`src/ws2812_spi_frame_encoder_rainbow_macros.svh`:
```
// Assertion macros shared by the frame encoder RTL.
`ifndef WS2812_SPI_FRAME_ENCODER_RAINBOW_MACROS_SVH
`define WS2812_SPI_FRAME_ENCODER_RAINBOW_MACROS_SVH

// Property checked at every clock edge outside reset.
`define WSENC_ASSERT(label, prop, msg) \
  label: assert property (@(posedge clk) disable iff (rst) (prop)) else $error(msg);

// Antecedent in one cycle implies consequent in the next.
`define WSENC_ASSERT_NEXT(label, ante, cons, msg) \
  label: assert property (@(posedge clk) disable iff (rst) (ante) |=> (cons)) else $error(msg);

`endif

```
`src/wsenc_pkg.sv`:
```
// Shared constants, codes and control/status types of the frame encoder.
package wsenc_pkg;

  localparam int LED_COUNT = 64;
  localparam int LED_W     = (LED_COUNT > 1) ? $clog2(LED_COUNT) : 1;
  localparam int DATA_LEN  = LED_COUNT * 24;
  localparam int POS_W     = $clog2(DATA_LEN + 256);
  localparam int BIT_W     = 5;
  localparam logic [BIT_W-1:0] BIT_LAST = BIT_W'(23);

  // action codes
  localparam logic [1:0] ACT_WRITE   = 2'd0;
  localparam logic [1:0] ACT_RAINBOW = 2'd1;
  localparam logic [1:0] ACT_BYTE    = 2'd2;

  // register indexes
  localparam logic [2:0] REG_ZERO_PAT = 3'd0;
  localparam logic [2:0] REG_ONE_PAT  = 3'd1;
  localparam logic [2:0] REG_LATCH    = 3'd2;
  localparam logic [2:0] REG_MAX_LVL  = 3'd3;
  localparam logic [2:0] REG_STEP_LVL = 3'd4;

  // register reset values
  localparam logic [7:0] RST_ZERO_PAT = 8'hE0;
  localparam logic [7:0] RST_ONE_PAT  = 8'hF8;
  localparam logic [7:0] RST_LATCH    = 8'd192;
  localparam logic [7:0] RST_MAX_LVL  = 8'd63;
  localparam logic [7:0] RST_STEP_LVL = 8'd1;

  typedef struct packed {
    logic wr_item;     // store a color write
    logic rd_led0;     // read address forced to LED 0
    logic frame_norm;  // restart frame if position ran past its end
    logic rb_load;     // load walking color from read data
    logic rb_step;     // one hue step, store to walk index
    logic out_load;    // load output register, advance frame position
  } cmd_t;

  typedef struct packed {
    logic out_block;   // output register full and stalled
    logic walk_done;   // walk index at last LED
  } sts_t;

endpackage

```
`src/wsenc_ctrl.sv`:
```
// Controller state machine of the frame encoder.
module wsenc_ctrl (
  input  logic              clk,
  input  logic              rst,
  input  logic              in_valid,
  output logic              in_stall,
  input  logic [1:0]        action,
  input  wsenc_pkg::sts_t   sts,
  output wsenc_pkg::cmd_t   cmd
);

  localparam logic [1:0] ST_IDLE    = 2'd0;
  localparam logic [1:0] ST_RB_LOAD = 2'd1;
  localparam logic [1:0] ST_RB_WALK = 2'd2;
  localparam logic [1:0] ST_BYTE    = 2'd3;

  logic [1:0] state;
  logic [1:0] state_next;

  assign in_stall = (state != ST_IDLE);

  always_comb begin
    state_next = state;
    cmd        = '0;
    case (state)
      ST_IDLE: begin
        if (in_valid) begin
          case (action)
            wsenc_pkg::ACT_WRITE: begin
              cmd.wr_item = 1'b1;
            end
            wsenc_pkg::ACT_RAINBOW: begin
              cmd.rd_led0 = 1'b1;
              state_next  = ST_RB_LOAD;
            end
            wsenc_pkg::ACT_BYTE: begin
              cmd.frame_norm = 1'b1;
              state_next     = ST_BYTE;
            end
            default: ;
          endcase
        end
      end
      ST_RB_LOAD: begin
        cmd.rb_load = 1'b1;
        state_next  = ST_RB_WALK;
      end
      ST_RB_WALK: begin
        cmd.rb_step = 1'b1;
        if (sts.walk_done) state_next = ST_IDLE;
      end
      ST_BYTE: begin
        if (!sts.out_block) begin
          cmd.out_load = 1'b1;
          state_next   = ST_IDLE;
        end
      end
      default: state_next = ST_IDLE;
    endcase
  end

  always_ff @(posedge clk) begin
    if (rst) state <= ST_IDLE;
    else     state <= state_next;
  end

endmodule

```
`src/wsenc_dp.sv`:
```
// Datapath of the frame encoder: registers, color store, frame counters, hue walk.
`include "ws2812_spi_frame_encoder_rainbow_macros.svh"

module wsenc_dp (
  input  logic                 clk,
  input  logic                 rst,
  input  wsenc_pkg::cmd_t      cmd,
  output wsenc_pkg::sts_t      sts,
  input  logic                 cfg_we,
  input  logic [2:0]           cfg_index,
  input  logic [7:0]           cfg_data,
  input  logic [5:0]           led_sel,
  input  logic [23:0]          color,
  output logic                 out_valid,
  input  logic                 out_stall,
  output logic [7:0]           out_byte,
  output logic                 frame_last
);

  localparam int LW = wsenc_pkg::LED_W;
  localparam int PW = wsenc_pkg::POS_W;
  localparam int BW = wsenc_pkg::BIT_W;

  // configuration
  logic [7:0] zero_pat, one_pat, latch_len, max_lvl, step_lvl;

  always_ff @(posedge clk) begin
    if (rst) begin
      zero_pat  <= wsenc_pkg::RST_ZERO_PAT;
      one_pat   <= wsenc_pkg::RST_ONE_PAT;
      latch_len <= wsenc_pkg::RST_LATCH;
      max_lvl   <= wsenc_pkg::RST_MAX_LVL;
      step_lvl  <= wsenc_pkg::RST_STEP_LVL;
    end else if (cfg_we) begin
      case (cfg_index)
        wsenc_pkg::REG_ZERO_PAT: zero_pat  <= cfg_data;
        wsenc_pkg::REG_ONE_PAT:  one_pat   <= cfg_data;
        wsenc_pkg::REG_LATCH:    latch_len <= cfg_data;
        wsenc_pkg::REG_MAX_LVL:  max_lvl   <= cfg_data;
        wsenc_pkg::REG_STEP_LVL: step_lvl  <= cfg_data;
        default: ;
      endcase
    end
  end

  // frame position, kept alongside its LED / bit split
  logic [PW-1:0] pos;
  logic [LW-1:0] led;
  logic [BW-1:0] bitn;
  logic [PW-1:0] len;
  logic [PW-1:0] pos_inc;
  logic          pos_over;
  logic          in_data;
  logic [LW-1:0] led_eff;

  assign len      = PW'(wsenc_pkg::DATA_LEN) + PW'(latch_len);
  assign pos_over = (pos >= len);
  assign in_data  = (pos < PW'(wsenc_pkg::DATA_LEN));
  assign led_eff  = (pos_over || !in_data) ? '0 : led;
  assign pos_inc  = pos + PW'(1);

  // color store, entries read as black until written
  logic [23:0]          mem [wsenc_pkg::LED_COUNT];
  logic [wsenc_pkg::LED_COUNT-1:0] vld;
  logic [LW-1:0]        rd_addr;
  logic [23:0]          rd_data;
  logic                 rd_vld;
  logic [23:0]          rd_color;
  logic                 wr_en;
  logic [LW-1:0]        wr_addr;
  logic [23:0]          wr_data;
  logic                 item_in_range;

  // walk state
  logic [23:0]   walk;
  logic [23:0]   walk_next;
  logic [LW-1:0] widx;

  assign rd_addr       = cmd.rd_led0 ? '0 : led_eff;
  assign rd_color      = rd_vld ? rd_data : 24'd0;
  assign item_in_range = ({26'd0, led_sel} < 32'(wsenc_pkg::LED_COUNT));
  assign wr_en         = (cmd.wr_item && item_in_range) || cmd.rb_step;
  assign wr_addr       = cmd.rb_step ? widx : LW'(led_sel);
  assign wr_data       = cmd.rb_step ? walk_next : color;

  always_ff @(posedge clk) begin
    if (wr_en) mem[wr_addr] <= wr_data;
    rd_data <= mem[rd_addr];
  end

  always_ff @(posedge clk) begin
    if (rst) begin
      vld    <= '0;
      rd_vld <= 1'b0;
    end else begin
      if (wr_en) vld[wr_addr] <= 1'b1;
      rd_vld <= vld[rd_addr];
    end
  end

  // one step of the hue walk
  function automatic logic [23:0] hue_step(input logic [23:0] c,
                                           input logic [7:0] mx,
                                           input logic [7:0] st);
    logic [7:0] g, r, b;
    g = c[23:16];
    r = c[15:8];
    b = c[7:0];
    if (r == 8'd0 && g == 8'd0 && b == 8'd0) r = st;
    if (r > 8'd0 && r < mx && b == 8'd0)       r = r + st;
    else if (r >= mx && b < mx && g == 8'd0)   b = b + st;
    else if (b >= mx && r > 8'd0)              r = r - st;
    else if (b >= mx && g < mx)                g = g + st;
    else if (g >= mx && b > 8'd0)              b = b - st;
    else if (g >= mx && r < mx)                r = r + st;
    else if (r >= mx && g > 8'd0)              g = g - st;
    else begin
      r = 8'd0;
      g = 8'd0;
      b = 8'd0;
    end
    return {g, r, b};
  endfunction

  assign walk_next     = hue_step(walk, max_lvl, step_lvl);
  assign sts.walk_done = (widx == LW'(wsenc_pkg::LED_COUNT - 1));

  always_ff @(posedge clk) begin
    if (cmd.rb_load) walk <= rd_color;
    else if (cmd.rb_step) walk <= walk_next;
  end

  always_ff @(posedge clk) begin
    if (rst) widx <= '0;
    else if (cmd.rb_load) widx <= '0;
    else if (cmd.rb_step) widx <= widx + LW'(1);
  end

  // frame counters
  always_ff @(posedge clk) begin
    if (rst) begin
      pos  <= '0;
      led  <= '0;
      bitn <= '0;
    end else if (cmd.frame_norm && pos_over) begin
      pos  <= '0;
      led  <= '0;
      bitn <= '0;
    end else if (cmd.out_load) begin
      if (pos_inc >= len) begin
        pos  <= '0;
        led  <= '0;
        bitn <= '0;
      end else begin
        pos <= pos_inc;
        if (bitn == wsenc_pkg::BIT_LAST) begin
          bitn <= '0;
          led  <= led + LW'(1);
        end else begin
          bitn <= bitn + BW'(1);
        end
      end
    end
  end

  // output register
  logic       cbit;
  logic [7:0] byte_val;

  assign cbit      = rd_color[wsenc_pkg::BIT_LAST - bitn];
  assign byte_val  = !in_data ? 8'd0 : (cbit ? one_pat : zero_pat);
  assign sts.out_block = out_valid && out_stall;

  always_ff @(posedge clk) begin
    if (rst) out_valid <= 1'b0;
    else if (cmd.out_load) out_valid <= 1'b1;
    else if (!out_stall) out_valid <= 1'b0;
  end

  always_ff @(posedge clk) begin
    if (cmd.out_load) begin
      out_byte   <= byte_val;
      frame_last <= (pos == len - PW'(1));
    end
  end

  `WSENC_ASSERT(a_bit_range, bitn <= wsenc_pkg::BIT_LAST, "bit counter past 23")
  `WSENC_ASSERT(a_one_writer, !(cmd.wr_item && cmd.rb_step), "two writers on color store")
  `WSENC_ASSERT(a_no_overwrite, !(cmd.out_load && out_valid && out_stall), "stalled beat overwritten")
  `WSENC_ASSERT_NEXT(a_pos_in_frame, cmd.out_load, pos < len, "frame position past end")

endmodule

```
`src/ws2812_spi_frame_encoder_rainbow.sv`:
```
// Top level: WS2812 SPI frame encoder with color store and rainbow walk.
// A color write is stored from idle; a byte request waits in the byte state until the
//   output register is free, then loads it; a rainbow step holds in_stall for the LED 0
//   read and the walk (one LED per cycle). No new byte is taken until the last is loaded.
// Reset (rst, synchronous): registers to defaults, all LEDs black via valid bits,
//   frame position to 0; no clearing pass, the block accepts beats right away.
module ws2812_spi_frame_encoder_rainbow (
  input  logic        clk,
  input  logic        rst,
  // configuration write port
  input  logic        cfg_we,
  input  logic [2:0]  cfg_index,
  input  logic [7:0]  cfg_data,
  // input channel
  input  logic        in_valid,
  output logic        in_stall,
  input  logic [1:0]  action,
  input  logic [5:0]  led_sel,
  input  logic [23:0] color,
  // output channel
  output logic        out_valid,
  input  logic        out_stall,
  output logic [7:0]  out_byte,
  output logic        frame_last
);

  // Controller sequences the three kinds of beat; the datapath holds the
  // color store, frame counters, hue walk and the output register.
  wsenc_pkg::cmd_t cmd;
  wsenc_pkg::sts_t sts;

  // One beat at a time: in_stall is high while a rainbow walk or a byte
  // request is in flight. A finished byte sits in the output register and
  // does not block new beats until another byte has to be loaded.
  wsenc_ctrl u_ctrl (
    .clk      (clk),
    .rst      (rst),
    .in_valid (in_valid),
    .in_stall (in_stall),
    .action   (action),
    .sts      (sts),
    .cmd      (cmd)
  );

  // Colors are stored decoded; the SPI pattern is chosen at output time,
  // so pattern registers may change between frames without touching state.
  wsenc_dp u_dp (
    .clk        (clk),
    .rst        (rst),
    .cmd        (cmd),
    .sts        (sts),
    .cfg_we     (cfg_we),
    .cfg_index  (cfg_index),
    .cfg_data   (cfg_data),
    .led_sel    (led_sel),
    .color      (color),
    .out_valid  (out_valid),
    .out_stall  (out_stall),
    .out_byte   (out_byte),
    .frame_last (frame_last)
  );

endmodule
```
`config.mk`:
```
export PLATFORM = sky130hd
export DESIGN_NAME = ws2812_spi_frame_encoder_rainbow
export DESIGN_NICKNAME = d
export VERILOG_FILES = /design/src/wsenc_pkg.sv /design/src/wsenc_ctrl.sv /design/src/wsenc_dp.sv /design/src/ws2812_spi_frame_encoder_rainbow.sv
export VERILOG_INCLUDE_DIRS = /design/src /design/src/src
export SDC_FILE = /design/constraint.sdc
export NUM_CORES = 2
export LEC_CHECK = 0
export BUFFER_PORTS_ARGS = -buffer_cell sky130_fd_sc_hd__clkbuf_2
export CAP_MARGIN = 10
export CORE_ASPECT_RATIO = 1.4
export CORE_MARGIN = 4
export CORE_UTILIZATION = 40
export DETAILED_ROUTE_END_ITERATION = 8
export GPL_ROUTABILITY_DRIVEN = 0
export PLACE_DENSITY = 0.52
export SYNTH_ARGS = -nofsm -noshare
export SYNTH_HDL_FRONTEND = slang
export SYNTH_SLANG_ARGS = --single-unit
export TNS_END_PERCENT = 30
```
`constraint.sdc`:
```
create_clock -name clk -period 13 [get_ports clk]
set_input_delay 0.65 -clock clk [delete_from_list [all_inputs] [get_ports clk]]
set_output_delay 0.65 -clock clk [all_outputs]
set_load 0.01 [all_outputs]
```
==> parameters.txt <==
Parameter                              Value

Synthesis
  Most frequently used cell type in the post-synthesis netlist ... sky130_fd_sc_hd__edfxtp_1
  Synth unique cells ... 96
  Primary FF master, synth ... sky130_fd_sc_hd__edfxtp_1
  Commonest cells in the synthesized netlist ... sky130_fd_sc_hd__edfxtp_1 (1569), sky130_fd_sc_hd__nand2_1 (502), sky130_fd_sc_hd__o221ai_1 (311), sky130_fd_sc_hd__nand3_1 (257), sky130_fd_sc_hd__a21oi_1 (256)
  Netlist area before placement ... about 0.07 mm²
  Share of synthesized area occupied by flip-flops and latches ... a little under three quarters
  Synth Net Count ... just under 5000
  EDFF count, synth ... around 1600
  Number of warnings printed during yosys synthesis ... 0
  Fraction of registers with async set/reset ... 0%
  Top post-synthesis cells by area ... sky130_fd_sc_hd__edfxtp_1 (67%), sky130_fd_sc_hd__dfxtp_1 (4.5%), sky130_fd_sc_hd__mux4_2 (4.3%)
  Flop and latch count out of synthesis ... between 1500 and 2000
  Portion of synthesized cell area occupied by the leading cell type ... 66.8%
  Cell type with the highest aggregate area in the netlist ... sky130_fd_sc_hd__edfxtp_1
  Synthesized instance count ... ~4800
  Average cell area after synthesis ... 14.7 µm²

Timing
  Headroom to the max-slew limit ... 18.6%
  Final hold vios ... 0
  Highest attainable clock frequency ... about 150 MHz
  Final period util ... roughly 51%
  Clock tree skew after final layout ... 0.0269 ns
  Final worst path period need ... ~6.6 ns
  Slew at the pin closest to its max-slew limit ... approximately 1.2 ns
  Final Max Slew Viols ... 0
  Count of final setup violators ... 0
  Setup repair after global routing missed its margin ... no
  Setup TNS ... 0 ns

Finish
  Share of the core filled with cells ... 45.2%
  Final design instance area without fill ... 0.0794 mm²
  Nets ... 4985
  Area Growth Syn to Fin ... 12.4%
  Share of cells above drive strength 1 ... ~15%

Drt
  Total via count after detailed routing ... between 40000 and 50000
  Remaining number of nets flagged by the antenna check after routing ... 0
  Total wirelength of the detailed-routed design ... approximately 210 mm
  Per-cell routed wire length ... about 29 µm
  Number of violations reported at the end of detailed-routing iteration 0 ... 4156
  Drc violations ... 0
  Number of iterations in the first detailed-routing pass ... 6
  Via density per instance ... around 6.0

Worst setup path
  CP Launch Point ... u_dp.walk[4]
  Startpoint-to-endpoint class of the critical path ... reg2reg
  Critical register-to-register path startpoint ... u_dp.walk[4]
  CP arrival ... between 7 and 8 ns
  Data required time at the worst endpoint ... 13.54 ns
  Startpoint type of the worst setup path ... register
  Worst Path Max Fanout ... 33
  Kind of capture point of the worst setup path ... register

Clocking
  Total number of clock tree sinks ... about 1700
  Buffers inserted by post-CTS timing repair ... 0
  H-tree level count ... 4
  Longest Clk Path Bufs ... 3
  Later-pin clock latency in the skew report ... approximately 0.81 ns
  Clk pin slew, worst setup/hold paths ... about 0.070 ns
  Post_cts resized ... 0
  Buffer cell driving the clock tree root ... sky130_fd_sc_hd__clkbuf_16
  Number of clock buffers inserted by TritonCTS ... roughly 160
  Clock tree from TritonCTS ... yes
  Number of hold-repair buffers added at the cts stage ... 0

Floorplan
  Die boundary height ... 505 µm
  Die ar. ... 0.183 mm²
  Number of standard-cell rows in the floorplan ... approximately 180
  Placeable core area ... about 0.18 mm²
  Initial Utilization ... 40.2%
  I/O pins ... roughly 60
  Width of the die ... around 360 µm

Placement
  Number of input and output port buffers inserted ... slightly below 60
  Total half-perimeter wirelength after legalization and detailed placement ... 122 mm
  Standard cell area after detailed placement ... 0.0742 mm²

Global routing
  Antenna violations before repair ... 5
  Global router's overall resource usage ... ~22%
  Total congestion overflow ... 0
  Wire length of the first global-routing pass ... about 300 mm
  Via count of the first global-routing pass ... 42700
  Maximum number of pins on one net before global-route repair ... about 160

Run
  Maximum Capacitance Violations ... 0

Power
  Highest ir drop seen on vdd ... about 0.00015 V
  Leakage ... about 25 nW
  Total chip power ... around 0.014 W
  Cell Pwr Density ... between 150 and 200 mW/mm²

Min path
  Hold crit path type ... in2reg
  Worst Min Path Start ... out_stall

Run status
  Run status ... completed
## registers in the layout (all words and copies together), names as in the netlist, 8 cells and up
register / count
u_dp.out_byte: 8
u_dp.step_lvl: 8
u_dp.zero_pat: 8
u_dp.rd_data: 24
u_dp.pos: 11
u_dp.walk: 24
u_dp.vld: 64
u_dp.mem: 1536
u_dp.latch_len: 8
u_dp.max_lvl: 8
u_dp.one_pat: 8
## layout make-up
| cell class | count | area (µm²) |
|---|---|---|
| well taps | 2300 | 2880 |
| multi-input cells | 2681 | 19400 |
| diodes | 3 | 7.51 |
| clock inverters | 77 | 623 |
| repair buffers | 193 | 1390 |
| inverters | 69 | 259 |
| fillers | 15500 | 96200 |
| clock buffers | 224 | 4510 |
| flip-flops and latches | 1729 | 50300 |
## cell usage in the layout (no fill, tap or decap), drive strengths merged, types with 50 or more instances in the layout
| cell type | n |
|---|---|
| nand3 | 259 |
| o21ai | 172 |
| nor3 | 51 |
| inv | 85 |
| o21a | 86 |
| a21oi | 257 |
| o221ai | 314 |
| nor2 | 236 |
| edfxtp | 1569 |
| buf | 135 |
| clkbuf | 282 |
| nand2 | 503 |
| dfxtp | 160 |
| clkinv | 50 |
| o22ai | 124 |
| mux4 | 136 |
| ha | 95 |
## cells by family (layout without fill, tap and decap cells)
family | after synthesis | after routing | share of synthesized area (%)
DFF | 1729 | 1729 | 71.3
other | 0 | 3 | 0
xor gates and xnor gates | 35 | 35 | 0.434
adders and majority gates | 101 | 101 | 1.85
AOI/OAI and AO/OA | 1197 | 1197 | 11.9
and+or+nand+nor | 1192 | 1192 | 7.52
muxes | 156 | 156 | 4.63
buffers and inverters | 394 | 563 | 2.37
## worst max-delay path, stage by stage (launching register included)
cell and delay, ns:
sky130_fd_sc_hd__edfxtp_1 0.52, sky130_fd_sc_hd__nor4_1 0.44, sky130_fd_sc_hd__nand2_1 0.27, sky130_fd_sc_hd__nor3_1 0.78
sky130_fd_sc_hd__a21oi_1 0.23, sky130_fd_sc_hd__inv_1 0.23, sky130_fd_sc_hd__ha_1 0.28, sky130_fd_sc_hd__nand4_1 0.11
sky130_fd_sc_hd__nor2_1 0.08, sky130_fd_sc_hd__or3_1 0.41, sky130_fd_sc_hd__o21ai_2 0.75, sky130_fd_sc_hd__o21a_1 0.43
sky130_fd_sc_hd__o21ai_0 0.26, sky130_fd_sc_hd__a31oi_4 0.95, sky130_fd_sc_hd__buf_4 0.51
## worst paths after layout
check                                        end  slack (ns)  cells past startpoint
worst max-delay path             u_dp.mem[25][7]        6.41                     14
worst min-delay path              u_dp.out_valid        0.14                      3
worst max register to register   u_dp.mem[25][7]        6.41                     14
worst min register to register  u_dp.zero_pat[1]        0.46                      2
## per-layer routing
layer	global-route usage [%]	vias up	part of all wire [%]	routed length, µm
li1	-	19100	-	-
met1	30.5	22700	41	87000
met2	37.6	1558	50	104000
met3	2.90	308	5.6	11800
met4	7.17	4	3.2	6760
met5	0	-	0.015	32
## where the power goes
part,total [W],switching (W),internal (W)
registers,0.00709,0.000107,0.00699
clock network,0.00466,0.00208,0.00258
logic,0.00245,0.00187,0.000578
## stage by stage
step	hold WS (ns)	cells	setup WS [ns]
after floorplan	0.435	4804	6.46
after global placement	0.441	6969	6.51
after detailed placement	0.446	6972	6.52
after CTS	0.0695	7273	6.47
after global routing	0.109	7274	6.00
final	0.140	7276	6.41
(Power assumes the default switching activity.)
